===== src/hdl/ile_pkg.sv =====
// package for the indexed list engine: sizes, action codes, request/response types
// no dependencies; the rtl modules use it through scoped names, the testbench imports it
package ile_pkg;

  localparam int CAPACITY = 64;
  localparam int DATA_W   = 32;
  localparam int POS_W    = 7;
  localparam int CNT_W    = 7;
  localparam int ACT_W    = 4;

  // action codes
  localparam logic [ACT_W-1:0] ACT_INSERT_AT   = 4'd0;
  localparam logic [ACT_W-1:0] ACT_INSERT_HEAD = 4'd1;
  localparam logic [ACT_W-1:0] ACT_INSERT_END  = 4'd2;
  localparam logic [ACT_W-1:0] ACT_REMOVE_AT   = 4'd3;
  localparam logic [ACT_W-1:0] ACT_REMOVE_HEAD = 4'd4;
  localparam logic [ACT_W-1:0] ACT_REMOVE_END  = 4'd5;
  localparam logic [ACT_W-1:0] ACT_READ        = 4'd6;
  localparam logic [ACT_W-1:0] ACT_WRITE       = 4'd7;
  localparam logic [ACT_W-1:0] ACT_CLEAR       = 4'd8;

  typedef struct packed {
    logic [ACT_W-1:0]         action;
    logic [POS_W-1:0]         position;
    logic signed [DATA_W-1:0] value;
  } in_req_t;

  typedef struct packed {
    logic                     ok;
    logic signed [DATA_W-1:0] read_value;
    logic [CNT_W-1:0]         count;
  } out_rsp_t;

  // broadcast command to the row of cells
  typedef enum logic [1:0] {
    CELL_HOLD,
    CELL_INSERT,
    CELL_REMOVE,
    CELL_WRITE
  } cell_op_t;

  typedef struct packed {
    cell_op_t          op;
    logic              rd_en;
    logic [POS_W-1:0]  pos;
    logic [DATA_W-1:0] value;
  } cell_cmd_t;

endpackage


===== src/hdl/ile_ctrl.sv =====
// request decode, length register and registered response for the list engine
// depends on ile_pkg
module ile_ctrl (
  input  logic                       clk,
  input  logic                       rst_n,
  input  logic                       start,
  input  ile_pkg::in_req_t           in_req,
  input  logic [ile_pkg::DATA_W-1:0] rd_data,
  output logic                       busy,
  output ile_pkg::cell_cmd_t         cmd,
  output logic                       out_strobe,
  output ile_pkg::out_rsp_t          out_rsp
);

  logic                      busy_r;
  logic                      strobe_r;
  logic [ile_pkg::CNT_W-1:0] len_r;
  logic [ile_pkg::CNT_W-1:0] len_nxt;
  ile_pkg::out_rsp_t         rsp_r;
  ile_pkg::out_rsp_t         rsp_nxt;
  logic                      accept;
  logic                      full;
  logic                      empty;
  logic                      ok;
  logic [ile_pkg::POS_W-1:0] last_pos;

  assign accept   = start && !busy_r;
  assign full     = (len_r == ile_pkg::CNT_W'(ile_pkg::CAPACITY));
  assign empty    = (len_r == '0);
  assign last_pos = len_r - 1'b1;

  // decode the request into a cell command and the new length
  always_comb begin
    cmd       = '0;
    cmd.op    = ile_pkg::CELL_HOLD;
    cmd.value = in_req.value;
    cmd.pos   = in_req.position;
    ok        = 1'b0;
    len_nxt   = len_r;
    unique case (in_req.action)
      ile_pkg::ACT_INSERT_AT, ile_pkg::ACT_INSERT_HEAD, ile_pkg::ACT_INSERT_END: begin
        if (in_req.action == ile_pkg::ACT_INSERT_HEAD) begin
          cmd.pos = '0;
        end else if (in_req.action == ile_pkg::ACT_INSERT_END) begin
          cmd.pos = len_r;
        end
        ok = !full && (cmd.pos <= len_r);
        if (ok) begin
          cmd.op  = ile_pkg::CELL_INSERT;
          len_nxt = len_r + 1'b1;
        end
      end
      ile_pkg::ACT_REMOVE_AT, ile_pkg::ACT_REMOVE_HEAD, ile_pkg::ACT_REMOVE_END: begin
        if (in_req.action == ile_pkg::ACT_REMOVE_HEAD) begin
          cmd.pos = '0;
        end else if (in_req.action == ile_pkg::ACT_REMOVE_END) begin
          cmd.pos = last_pos;
        end
        ok = !empty && (cmd.pos < len_r);
        if (ok) begin
          cmd.op  = ile_pkg::CELL_REMOVE;
          len_nxt = last_pos;
        end
      end
      ile_pkg::ACT_READ: begin
        ok        = (in_req.position < len_r);
        cmd.rd_en = ok;
      end
      ile_pkg::ACT_WRITE: begin
        ok = (in_req.position < len_r);
        if (ok) begin
          cmd.op = ile_pkg::CELL_WRITE;
        end
      end
      ile_pkg::ACT_CLEAR: begin
        ok = !empty;
        if (ok) begin
          len_nxt = '0;
        end
      end
      default: begin
        ok = 1'b0;
      end
    endcase
    // nothing moves without an accepted request
    if (!accept) begin
      cmd.op    = ile_pkg::CELL_HOLD;
      cmd.rd_en = 1'b0;
      len_nxt   = len_r;
    end
  end

  // response contents
  always_comb begin
    rsp_nxt.ok         = ok;
    rsp_nxt.read_value = rd_data;
    rsp_nxt.count      = len_nxt;
  end

  // control state
  always_ff @(posedge clk) begin
    if (!rst_n) begin
      busy_r   <= 1'b1;
      strobe_r <= 1'b0;
      len_r    <= '0;
    end else begin
      busy_r   <= 1'b0;
      strobe_r <= accept;
      len_r    <= len_nxt;
    end
  end

  // response payload
  always_ff @(posedge clk) begin
    if (accept) begin
      rsp_r <= rsp_nxt;
    end
  end

  assign busy       = busy_r;
  assign out_strobe = strobe_r;
  assign out_rsp    = rsp_r;

endmodule


===== config.mk =====
export PLATFORM = sky130hd
export DESIGN_NAME = ile_ctrl
export DESIGN_NICKNAME = d
export VERILOG_FILES = /design/src/hdl/ile_pkg.sv /design/src/hdl/ile_ctrl.sv
export SDC_FILE = /design/constraint.sdc
export NUM_CORES = 1
export LEC_CHECK = 0
export BUFFER_PORTS_ARGS = -buffer_cell sky130_fd_sc_hd__buf_2
export CAP_MARGIN = 20
export CORE_UTILIZATION = 47
export CTS_CLUSTER_DIAMETER = 30
export DETAILED_ROUTE_END_ITERATION = 12
export GPL_TIMING_DRIVEN = 0
export MAX_ROUTING_LAYER = met4
export PLACE_DENSITY = 0.92
export SLEW_MARGIN = 20
export SYNTH_ARGS = -nofsm -noshare
export SYNTH_HDL_FRONTEND = slang
export SYNTH_SLANG_ARGS = --single-unit

===== constraint.sdc =====
create_clock -name clk -period 5 [get_ports clk]
set_input_delay 1 -clock clk [delete_from_list [all_inputs] [get_ports clk]]
set_output_delay 1 -clock clk [all_outputs]
set_load 0.02 [all_outputs]

==> flow_metrics.py <==
metrics = {
    "sta": {
        "period_needed_ns": 4.84,
        "tightest_slew_ns": 0.753,
        "setup_slack_ns": 0.164,
        "slew_viol_final": 0,
        "max_slew_margin_pct": 49.5,
        "min_period_over_period_pct": 96.7,
        "rsz0062_at_grt": "no",
        "fin_skew_ns": 0.00957,
        "setup_viol": 0,
        "fmax_ghz": 0.207,
        "hold_viol": 0,
    },
    "run": {
        "cap_viol_max_count": 0,
    },
    "finish": {
        "antennaDiodeCount": 0,
        "finalNonFillerCells": 562,
        "finalCoreUtilization_pct": 61.9,
        "area_delta_synth_final_pct": 27.1,
        "nets": 564,
        "finish.instance_area_mm2": 0.00420,
        "regArea_mm2": 0.00138,
        "drive_gt1_share_pct": 41.8,
        "multi_input_area_mm2": 0.00159,
        "n_fill_cell": 588,
    },
    "place": {
        "hpwl_um": 6860,
        "dpl.cell_count": 554,
        "dpl_cell_area_mm2": 0.00410,
        "gp_congestion": 0.956,
        "port_buffers": 129,
        "dp_slack_ns": -0.0850,
    },
    "power_and_ir_drop": {
        "leakagePower_uw": 0.00186,
        "peakVddDrop_mv": 0.130,
        "p_per_area_mw_per_mm2": 219,
        "total_power_uw": 919,
    },
    "synth": {
        "synth_top_area_share_pct": 36.3,
        "yosys-top-cells-count": "edfxtp_1, nand2_1, buf_4",
        "syn-num-nets": 427,
        "synth_area_leaders": "edfxtp_1, ha_1, buf_4",
        "ys_ff_latch": 49,
        "yosysMostFrequentCell": "edfxtp_1",
        "synth-async-reset-ratio_pct": 0,
        "synth_cell_types": 67,
        "netlist_area_mm2": 0.00331,
        "syn_area_per_cell_um2": 10.1,
        "ys_seq_area_share_pct": 41.8,
        "synth_edf_count": 40,
        "ys.flop_type": "edfxtp_1",
        "syn_inst": 328,
        "yosys_warnings": 0,
        "synth_top_cell_by_area": "edfxtp_1",
    },
    "floorplan": {
        "die_x_um": 85.9,
        "rows": 30,
        "core_area_mm2": 0.00679,
        "fp.dieH_um": 85.9,
        "dieArea_mm2": 0.00738,
        "ioPinCount": 162,
        "initial_core_util_pct": 48.7,
    },
    "setup_path": {
        "end_kind": "output port",
        "path_max_fanout": 10,
        "arrival_ns": 3.84,
        "crit_path_start_kind": "primary input",
        "cp.required_ns": 4.00,
        "critPathKind": "in2out",
    },
    "drt": {
        "initialDrtViolationCount": 187,
        "wire_per_inst_um": 15.2,
        "finalWirelength_um": 8570,
        "dr_total_vias": 3092,
        "routed.top_layer": "met4",
        "ant_nets": 0,
        "wl_met1_um": 3530,
        "wl_met3_um": 663,
        "met2_wirelength_um": 4210,
        "drt_first_pass_iters": 5,
        "vias_per_cell": 5.50,
        "drc": 0,
    },
    "clock_tree": {
        "cts_buffers": 5,
        "clk_latency_ns": 0.29,
        "numClockSinks": 49,
        "htree_levels": 2,
        "clock_path_buffers": 2,
        "path_clk_slew_ns": 0.09,
        "tritoncts": "built",
        "hold_buffers": 0,
        "cts_root_buffer": "clkbuf_8",
    },
    "run_status": {
        "status": "complete, no violations",
    },
    "global_route": {
        "grt_first_pass_wirelength_um": 13200,
        "grt_usage_pct": 23.4,
        "grt_max_degree": 26,
        "overflow": 0,
        "antenna_found_initial": 0,
        "grt_pass1_vias": 2848,
    },
    "min_path": {
        "hp-class": "reg2reg",
    },
}
-- worst paths after layout --
path / cells after the start / startpoint / endpoint / slack (ns)
hold / removal: 2 / len_r[6] / len_r[6] / 0.66
setup / recovery: 14 / in_req[41] / cmd[41] / 0.16
hold reg to reg: 2 / len_r[6] / len_r[6] / 0.66
setup reg to reg: 15 / len_r[0] / len_r[3] / 1.06
-- layer usage --
metal,track usage [%],up-vias
li1,-,1481
met1,28.0,1410
met2,40.5,183
met3,3.66,18
met4,6.97,0
met5,-,-
-- cell families (layout without fill, tap and decap cells) --
logic type | Yosys count | in the layout | share of synthesized area (%)
muxes | 2 | 2 | 0.605
adders and majority gates | 21 | 21 | 7.95
AOI/OAI and AO/OA | 89 | 89 | 20.8
buffers and inverters | 57 | 195 | 10.4
and+or+nand+nor | 106 | 106 | 17.5
xor gates and xnor gates | 4 | 4 | 1.06
DFF | 49 | 49 | 41.8
-- metrics by stage --
| stage | hold WS (ns) | setup TNS [ns] |
|---|---|---|
| after floorplan | 0.560 | 0 |
| after global placement | 0.630 | -0.0972 |
| after detailed placement | 0.639 | -0.0850 |
| after CTS | 0.648 | 0 |
| after global routing | 0.672 | 0 |
| final | 0.661 | 0 |
-- critical path: stages --
cell      delay (ns)
buf_2           0.12
clkbuf_2        0.22
or3b_1          0.37
clkbuf_1        0.20
nand2_1         0.11
o21ai_1         0.09
ha_1            0.31
and3_4          0.20
a221o_1         0.39
a31oi_4         0.19
and2_1          0.19
nand2_1         0.10
a21oi_1         0.16
buf_2           0.19
-- area by class of cell --
class | count | share of cell area, %
Sequential cell | 49 | 32.9
Clock inverter | 2 | 0.357
Multi-Input combinational cell | 222 | 37.8
Timing Repair Buffer | 131 | 16.2
Clock buffer | 6 | 1.73
Buffer | 45 | 7.20
Tap cell | 96 | 2.86
Inverter | 11 | 0.982
-- registers in the layout, summed over array words and instances, names as in the netlist --
register    flops
out_rsp        40
len_r           7
busy            1
out_strobe      1
-- layout by cell type (no fill, tap or decap), drive strengths merged, types with 4 or more instances in the layout --
cell    synthesis  routed
a21o           10      10
a21oi          14      14
a22o            9       9
a31oi           4       4
buf            36     166
clkbuf         10      16
dfxtp           9       9
edfxtp         40      40
ha             21      21
inv            11      11
nand2          41      41
nand2b          4       4
nand3           9       9
nand4           5       5
nor2           17      17
nor3            4       4
o21ai          13      13
o31ai           7       7
or2             5       5
-- repair_timing --
action / in CTS / in global routing
setup buffers: 1 / 0
setup endpoints to repair: 1 / 2
gates resized for setup: 0 / 9
-- power by group --
part           internal (µW)  total (µW)  switching (µW)
combinational           95.3         236             141
clock                   98.6         223             124
sequential               456         460            3.20
total                    650         919             268
(Power assumes the default switching activity.)
