[config.mk]
export PLATFORM = sky130hd
export DESIGN_NAME = ile_cell
export DESIGN_NICKNAME = d
export VERILOG_FILES = /design/src/hdl/ile_pkg.sv /design/src/hdl/ile_cell.sv
export SDC_FILE = /design/constraint.sdc
export NUM_CORES = 1
export LEC_CHECK = 0
export BUFFER_PORTS_ARGS = -buffer_cell sky130_fd_sc_hd__buf_2
export CAP_MARGIN = 15
export CORE_ASPECT_RATIO = 2
export CORE_MARGIN = 4
export CORE_UTILIZATION = 42
export DETAILED_ROUTE_END_ITERATION = 10
export PLACE_DENSITY_LB_ADDON = 0.12
export SLEW_MARGIN = 25
export SYNTH_ARGS = -nofsm -noshare
export SYNTH_HDL_FRONTEND = slang
export SYNTH_SLANG_ARGS = --single-unit
[constraint.sdc]
create_clock -name clk -period 2.8 [get_ports clk]
set_input_delay 0.56 -clock clk [delete_from_list [all_inputs] [get_ports clk]]
set_output_delay 0.56 -clock clk [all_outputs]
set_load 0.005 [all_outputs]
[src/hdl/ile_pkg.sv]
// package for the indexed list engine: sizes, action codes, request/response types
// no dependencies; the rtl modules use it through scoped names, the testbench imports it
package ile_pkg;

  localparam int CAPACITY = 64;
  localparam int DATA_W   = 32;
  localparam int POS_W    = 7;
  localparam int CNT_W    = 7;
  localparam int ACT_W    = 4;

  // action codes
  localparam logic [ACT_W-1:0] ACT_INSERT_AT   = 4'd0;
  localparam logic [ACT_W-1:0] ACT_INSERT_HEAD = 4'd1;
  localparam logic [ACT_W-1:0] ACT_INSERT_END  = 4'd2;
  localparam logic [ACT_W-1:0] ACT_REMOVE_AT   = 4'd3;
  localparam logic [ACT_W-1:0] ACT_REMOVE_HEAD = 4'd4;
  localparam logic [ACT_W-1:0] ACT_REMOVE_END  = 4'd5;
  localparam logic [ACT_W-1:0] ACT_READ        = 4'd6;
  localparam logic [ACT_W-1:0] ACT_WRITE       = 4'd7;
  localparam logic [ACT_W-1:0] ACT_CLEAR       = 4'd8;

  typedef struct packed {
    logic [ACT_W-1:0]         action;
    logic [POS_W-1:0]         position;
    logic signed [DATA_W-1:0] value;
  } in_req_t;

  typedef struct packed {
    logic                     ok;
    logic signed [DATA_W-1:0] read_value;
    logic [CNT_W-1:0]         count;
  } out_rsp_t;

  // broadcast command to the row of cells
  typedef enum logic [1:0] {
    CELL_HOLD,
    CELL_INSERT,
    CELL_REMOVE,
    CELL_WRITE
  } cell_op_t;

  typedef struct packed {
    cell_op_t          op;
    logic              rd_en;
    logic [POS_W-1:0]  pos;
    logic [DATA_W-1:0] value;
  } cell_cmd_t;

endpackage

[src/hdl/ile_cell.sv]
// one list slot: holds an entry, shifts with its neighbors on insert/remove
// depends on ile_pkg
module ile_cell (
  input  logic                      clk,
  input  logic [ile_pkg::POS_W-1:0] cell_idx,
  input  ile_pkg::cell_cmd_t        cmd,
  input  logic [ile_pkg::DATA_W-1:0] left_data,
  input  logic [ile_pkg::DATA_W-1:0] right_data,
  output logic [ile_pkg::DATA_W-1:0] data,
  output logic [ile_pkg::DATA_W-1:0] rd_tap
);

  logic [ile_pkg::DATA_W-1:0] data_r;
  logic [ile_pkg::DATA_W-1:0] data_nxt;
  logic                       at_pos;
  logic                       above_pos;

  assign at_pos    = (cell_idx == cmd.pos);
  assign above_pos = (cell_idx > cmd.pos);

  // next entry: shift up from the left, down from the right, or load
  always_comb begin
    data_nxt = data_r;
    unique case (cmd.op)
      ile_pkg::CELL_INSERT: begin
        if (above_pos) begin
          data_nxt = left_data;
        end else if (at_pos) begin
          data_nxt = cmd.value;
        end
      end
      ile_pkg::CELL_REMOVE: begin
        if (above_pos || at_pos) begin
          data_nxt = right_data;
        end
      end
      ile_pkg::CELL_WRITE: begin
        if (at_pos) begin
          data_nxt = cmd.value;
        end
      end
      default: begin
        data_nxt = data_r;
      end
    endcase
  end

  always_ff @(posedge clk) begin
    data_r <= data_nxt;
  end

  assign data   = data_r;
  // read tap is zero unless this slot is addressed
  assign rd_tap = (cmd.rd_en && at_pos) ? data_r : '0;

endmodule

==> results of run 1 <==
-- logic make-up (layout without fill, tap and decap cells) --
| logic type | count (synthesis) | after routing | synth area share |
|---|---|---|---|
| DFF | 32 | 32 | 0.373 |
| muxes | 32 | 32 | 0.124 |
| adders and majority gates | 7 | 7 | 0.0340 |
| AOI/OAI and AO/OA | 42 | 42 | 0.210 |
| buffers and inverters | 58 | 232 | 0.110 |
| and+or+nand+nor | 72 | 72 | 0.149 |
-- worst paths after layout --
path,start,endpoint,slack [ns]
worst max-delay path,cmd[34],rd_tap[22],0.27
worst min-delay path,right_data[31],data[31]$_DFFE_PP_,0.57
worst max register to register,data[6]$_DFFE_PP_,data[6]$_DFFE_PP_,1.82
worst min register to register,data[18]$_DFFE_PP_,data[18]$_DFFE_PP_,0.66
-- power groups by stage --
stage,combinational [mW],clock [mW],sequential [mW]
6_report,0.478,0.498,0.684
5_1_grt,0.526,0.535,0.697
4_1_cts,0.487,0.515,0.685
3_5_place_dp,0.487,0,0.693
3_3_place_gp,0.476,0,0.690
2_1_floorplan,0.264,0,0.692
-- final cells by class --
cell class / instances / area (sq um)
Clock buffer: 6 / 129
Clock inverter: 1 / 5.00
Fill cell: 561 / 2320
Inverter: 40 / 150
Multi-Input combinational cell: 153 / 1350
Sequential cell: 32 / 961
Tap cell: 63 / 78.8
Timing Repair Buffer: 185 / 1010
-- layer usage --
| layer | GRT usage | vias up |
|---|---|---|
| met5 | 0 | - |
| met4 | 0.0704 | 0 |
| met3 | 0.0304 | 10 |
| met2 | 0.377 | 103 |
| met1 | 0.204 | 1167 |
| li1 | - | 1241 |
-- cells in the mapped netlist (all sizes together) --
master   n  area [sq um]
a21oi    4          23.8
a31oi    1          6.26
and3    32           200
buf      9          98.8
clkbuf   9          33.8
edfxtp  32           961
ha       7          87.6
inv     40           150
mux2i   32           320
nand2   34           128
nand2b   1          6.26
nand3    1          5.00
nand3b   1          7.51
nand4    1          21.3
nor2     2          15.0
o21ai    2          10.0
o221ai  33           483
o31a     2          18.8
-- worst max-delay path, stage by stage --
cell	delay (ns)
buf_2	0.07
inv_1	0.03
ha_1	0.30
nand3_1	0.24
nor2_4	0.23
buf_12	0.22
and3_1	0.18
buf_2	0.11
==> flow_metrics.py, run 1 <==
metrics = {
    "timing": {
        "max_freq_ghz": 0.395,
        "slew_headroom": 0.676,
        "fin_crit_ns": 2.53,
        "drv_slew": 0,
        "holdWs_ns": 0.571,
        "final.setup.tns_ns": 0,
        "worst_slew_pin_slew_ns": 0.486,
        "finalHoldViolCount": 0,
        "setup_slack_ns": 0.267,
        "skew_ns": 0,
        "post-route-period-util": 0.905,
        "setup_viol": 0,
        "rsz0062_at_grt": "no",
    },
    "floorplan": {
        "die_area_sq_mm": 0.00753,
        "fp.coreArea_sq_mm": 0.00601,
        "initial_core_util": 0.429,
        "io_pins": 178,
        "die_width_um": 63.4,
        "row_count": 40,
        "die_y_um": 119,
    },
    "logic_synthesis": {
        "syn-cell-area_sq_mm": 0.00258,
        "ys_seq_area_frac": 0.373,
        "ys_ff_latch": 32,
        "syn_inst": 243,
        "synthesis.nets": 364,
        "yosys_warnings": 0,
        "synth.distinct_cells": 26,
        "postSynthAreaPerCell_sq_um": 10.6,
    },
    "grt": {
        "grt_pass1_wl_um": 11900,
        "antenna_found_initial": 0,
        "grt_max_degree": 34,
        "grt_overflow_total": 0,
        "groute.usage.overall": 0.195,
        "first_global_vias": 2571,
    },
    "drt": {
        "dr.max_layer_used": "met4",
        "wirelength_met1_um": 2710,
        "wl_um": 7500,
        "dr_wl_met3_um": 452,
        "wl_met2_um": 4170,
        "drtIter0Drc": 96,
        "vias_per_cell": 5.25,
        "first_pass_iters": 4,
        "drtAntennaViolNets": 0,
        "dr_total_vias": 2521,
        "drc": 0,
        "wl_per_cell_um": 15.6,
    },
    "finish": {
        "drive_gt1_frac": 0.547,
        "final_core_util": 0.613,
        "largest_register_ff_count": 32,
        "nNetsFinal": 538,
        "final_cells": 480,
        "synthToLayoutAreaGrowth_pct": 42.9,
        "final_cell_mix": "buf_2 (177), inv_1 (40), nand2_1 (34)",
        "design_area_sq_mm": 0.00368,
        "diodes": 0,
        "final_common_cell": "buf_2",
    },
    "power_and_ir_drop": {
        "power_frac_comb": 0.288,
        "pwr_density_cell_mw_per_mm2": 451,
        "p_int_mw": 1.20,
        "switching_power_uw": 462,
        "power_mw": 1.66,
        "sequentialPowerShare": 0.412,
        "p_clk_frac": 0.300,
        "power.leakage_nw": 1.87,
        "peakVddDrop_v": 0.000273,
        "swShare": 0.278,
    },
    "setup_path": {
        "crit_fanout": 33,
        "worstSetupEndpointType": "output port",
        "cp.arrival_ns": 1.97,
        "crit_path_start_kind": "primary input",
        "crit_required_ns": 2.24,
        "path_class": "in -> out",
        "reg2regPathDepth": 2,
    },
    "min_path": {
        "hold_depth": 3,
        "hold_path_class": "in -> reg",
    },
    "flow_run": {
        "drv_cap": 0,
    },
    "cts": {
        "ctsHoldBuffers": 0,
        "h-tree-depth": 2,
        "clkTransAtPathRegs_ns": 0.05,
        "cts_tree": "yes",
        "cts_buffer_depth": 2,
        "root_buffer": "clkbuf_16",
        "cts_setup_buffers": 0,
        "clkSinkCount": 32,
        "cts_buffers": 5,
        "post_cts_resize_count": 0,
        "clk_latency_ns": 0.27,
    },
    "placed_design": {
        "dp_hpwl_um": 5780,
        "placed_area_sq_mm": 0.00355,
        "port_buffers": 177,
        "dpl_worst_slack_ns": 0.273,
        "dpl.cell_count": 473,
        "place_congestion": 0.789,
    },
    "run_status": {
        "outcome": "completed",
    },
}
Power figures use the tool's default switching activity.
==> run 2, diff against run 1 <==
--- a/config.mk
+++ b/config.mk
@@ -8,10 +8,9 @@
 export BUFFER_PORTS_ARGS = -buffer_cell sky130_fd_sc_hd__buf_2
 export CAP_MARGIN = 15
 export CORE_ASPECT_RATIO = 2
-export CORE_MARGIN = 4
 export CORE_UTILIZATION = 42
 export DETAILED_ROUTE_END_ITERATION = 10
-export PLACE_DENSITY_LB_ADDON = 0.12
+export PLACE_DENSITY = 0.85
 export SLEW_MARGIN = 25
 export SYNTH_ARGS = -nofsm -noshare
 export SYNTH_HDL_FRONTEND = slang
==> flow_metrics.py, run 2 (synthesis gave the netlist of run 1 again) <==
metrics = {
    "run_status": {
        "outcome": "finished, violations left",
        "violations": "design-rule violations",
    },
    "drt": {
        "drtAntennaViolNets": 0,
        "first_pass_iters": 7,
        "vias_per_cell": 5.24,
        "dr_total_vias": 2521,
        "wl_um": 7390,
        "drc": 9,
        "drtIter0Drc": 87,
        "wl_per_cell_um": 15.4,
    },
    "grt": {
        "grt_pass1_wl_um": 11200,
        "first_global_vias": 2498,
        "grt_overflow_total": 0,
        "grt_max_degree": 38,
        "antenna_found_initial": 0,
        "groute.usage.overall": 0.225,
    },
    "floorplan": {
        "die_y_um": 113,
        "io_pins": 178,
        "row_count": 40,
        "fp.coreArea_sq_mm": 0.00596,
        "die_area_sq_mm": 0.00647,
        "die_width_um": 57.4,
        "initial_core_util": 0.433,
    },
    "placed_design": {
        "dp_hpwl_um": 5830,
        "placed_area_sq_mm": 0.00352,
        "port_buffers": 177,
        "place_congestion": 0.830,
    },
    "cts": {
        "clkSinkCount": 32,
        "post_cts_resize_count": 0,
        "clk_latency_ns": 0.27,
        "ctsHoldBuffers": 0,
        "cts_buffers": 5,
        "cts_tree": "yes",
        "cts_setup_buffers": 0,
        "clkTransAtPathRegs_ns": 0.05,
        "h-tree-depth": 2,
        "cts_buffer_depth": 2,
        "root_buffer": "clkbuf_16",
    },
    "power_and_ir_drop": {
        "sequentialPowerShare": 0.394,
        "switching_power_uw": 472,
        "p_int_mw": 1.28,
        "power_frac_comb": 0.269,
        "peakVddDrop_v": 0.000392,
        "pwr_density_cell_mw_per_mm2": 475,
        "p_clk_frac": 0.337,
        "power.leakage_nw": 1.88,
        "swShare": 0.270,
    },
    "setup_path": {
        "crit_fanout": 37,
        "crit_path_start_kind": "primary input",
        "reg2regPathDepth": 2,
        "slowest_delay_ns": 0.31,
        "crit_top_cell": "buf_2",
        "r2r_start": "data[1]$_DFFE_PP_",
        "crit_required_ns": 2.24,
        "cp.arrival_ns": 2.01,
        "cpMaxStageDelayCell": "ha_1",
        "path_class": "in -> out",
        "r2r_slack_ns": 1.79,
        "worstSetupEndpointType": "output port",
        "reg2reg_to": "data[1]$_DFFE_PP_",
        "path_cells": "buf_2 > inv_1 > ha_1 > nand3_1 > nor2_4 > buf_12 > and3_1 > buf_2",
    },
    "min_path": {
        "worstHoldStart": "right_data[30]",
        "hold_path_end": "data[30]$_DFFE_PP_",
        "hold_path_class": "in -> reg",
        "hold_depth": 3,
    },
    "finish": {
        "final_cell_mix": "buf_2 (177), inv_1 (40), nand2_1 (34)",
        "nFillCells": 527,
        "design_area_sq_mm": 0.00368,
        "final_common_cell": "buf_2",
        "synthToLayoutAreaGrowth_pct": 43.0,
        "nNetsFinal": 538,
        "largest_register_ff_count": 32,
        "final_core_util": 0.619,
        "drive_gt1_frac": 0.545,
        "diodes": 0,
    },
    "timing": {
        "setup_viol": 0,
        "finalHoldViolCount": 0,
        "final.setup.tns_ns": 0,
        "max_freq_ghz": 0.389,
        "fin_crit_ns": 2.57,
        "post-route-period-util": 0.919,
        "skew_ns": 0,
        "rsz0062_at_grt": "no",
        "worst_slew_pin_slew_ns": 0.469,
        "slew_headroom": 0.687,
        "drv_slew": 0,
    },
    "flow_run": {
        "drv_cap": 0,
    },
}
run 2: cell types whose count changed in the layout (fill, tap and decap cells not counted), sizes merged:
cell	previous run	this run
clkbuf	6	5
bufinv	0	1
clkinv	1	2
run 2: layout make-up:
cell class / instances / area, sq um / share of cell area
multi-input cells: 153 / 1350 / 0.366
repair buffers: 185 / 983 / 0.267
flip-flops and latches: 32 / 961 / 0.261
inverters: 40 / 150 / 0.0407
clock buffers: 5 / 125 / 0.0340
well taps: 63 / 78.8 / 0.0214
clock inverters: 3 / 37.5 / 0.0102
run 2: power by group through the flow:
| stage | Sequential (mW) | Clock [mW] | Combinational [mW] |
|---|---|---|---|
| 3_5_place_dp | 0.699 | 0 | 0.476 |
| 5_1_grt | 0.698 | 0.621 | 0.516 |
| 4_1_cts | 0.691 | 0.602 | 0.476 |
| 3_3_place_gp | 0.698 | 0 | 0.460 |
| 2_1_floorplan | 0.692 | 0 | 0.264 |
| 6_report | 0.690 | 0.590 | 0.471 |
run 2: metal layers:
metal | share of wire | global-route usage | vias up
met5 | 0 | 0 | -
met4 | 0.021 | 0.0959 | 0
met3 | 0.040 | 0.0331 | 12
met2 | 0.58 | 0.434 | 92
met1 | 0.36 | 0.227 | 1177
li1 | - | - | 1240
run 2: critical path: cells and delay by family:
| kind | cells | cell delay, ns |
|---|---|---|
| buf+inv | 4 | 0.46 |
| simple gates | 3 | 0.67 |
| fa+ha+maj | 1 | 0.31 |
run 2: worst max-delay path by stage:
stage,to,cells past startpoint,start,slack [ns]
global route,rd_tap[8],8,cmd[34],0.17
global placement,rd_tap[0],8,cmd[34],0.34
CTS,rd_tap[8],8,cmd[34],0.24
finish,rd_tap[8],8,cmd[34],0.23
detailed placement,rd_tap[8],8,cmd[34],0.24
floorplan,data[0]$_DFFE_PP_,6,cmd[34],0.31
run 2: through the flow:
step / power [mW] / setup WS (ns) / hold WS, ns / std cells
after floorplan: 0.956 / 0.309 / 0.652 / 243
after global placement: 1.16 / 0.340 / 0.640 / 473
after detailed placement: 1.17 / 0.240 / 0.653 / 473
after CTS: 1.77 / 0.241 / 0.565 / 481
after global routing: 1.83 / 0.167 / 0.572 / 481
final: 1.75 / 0.228 / 0.570 / 481
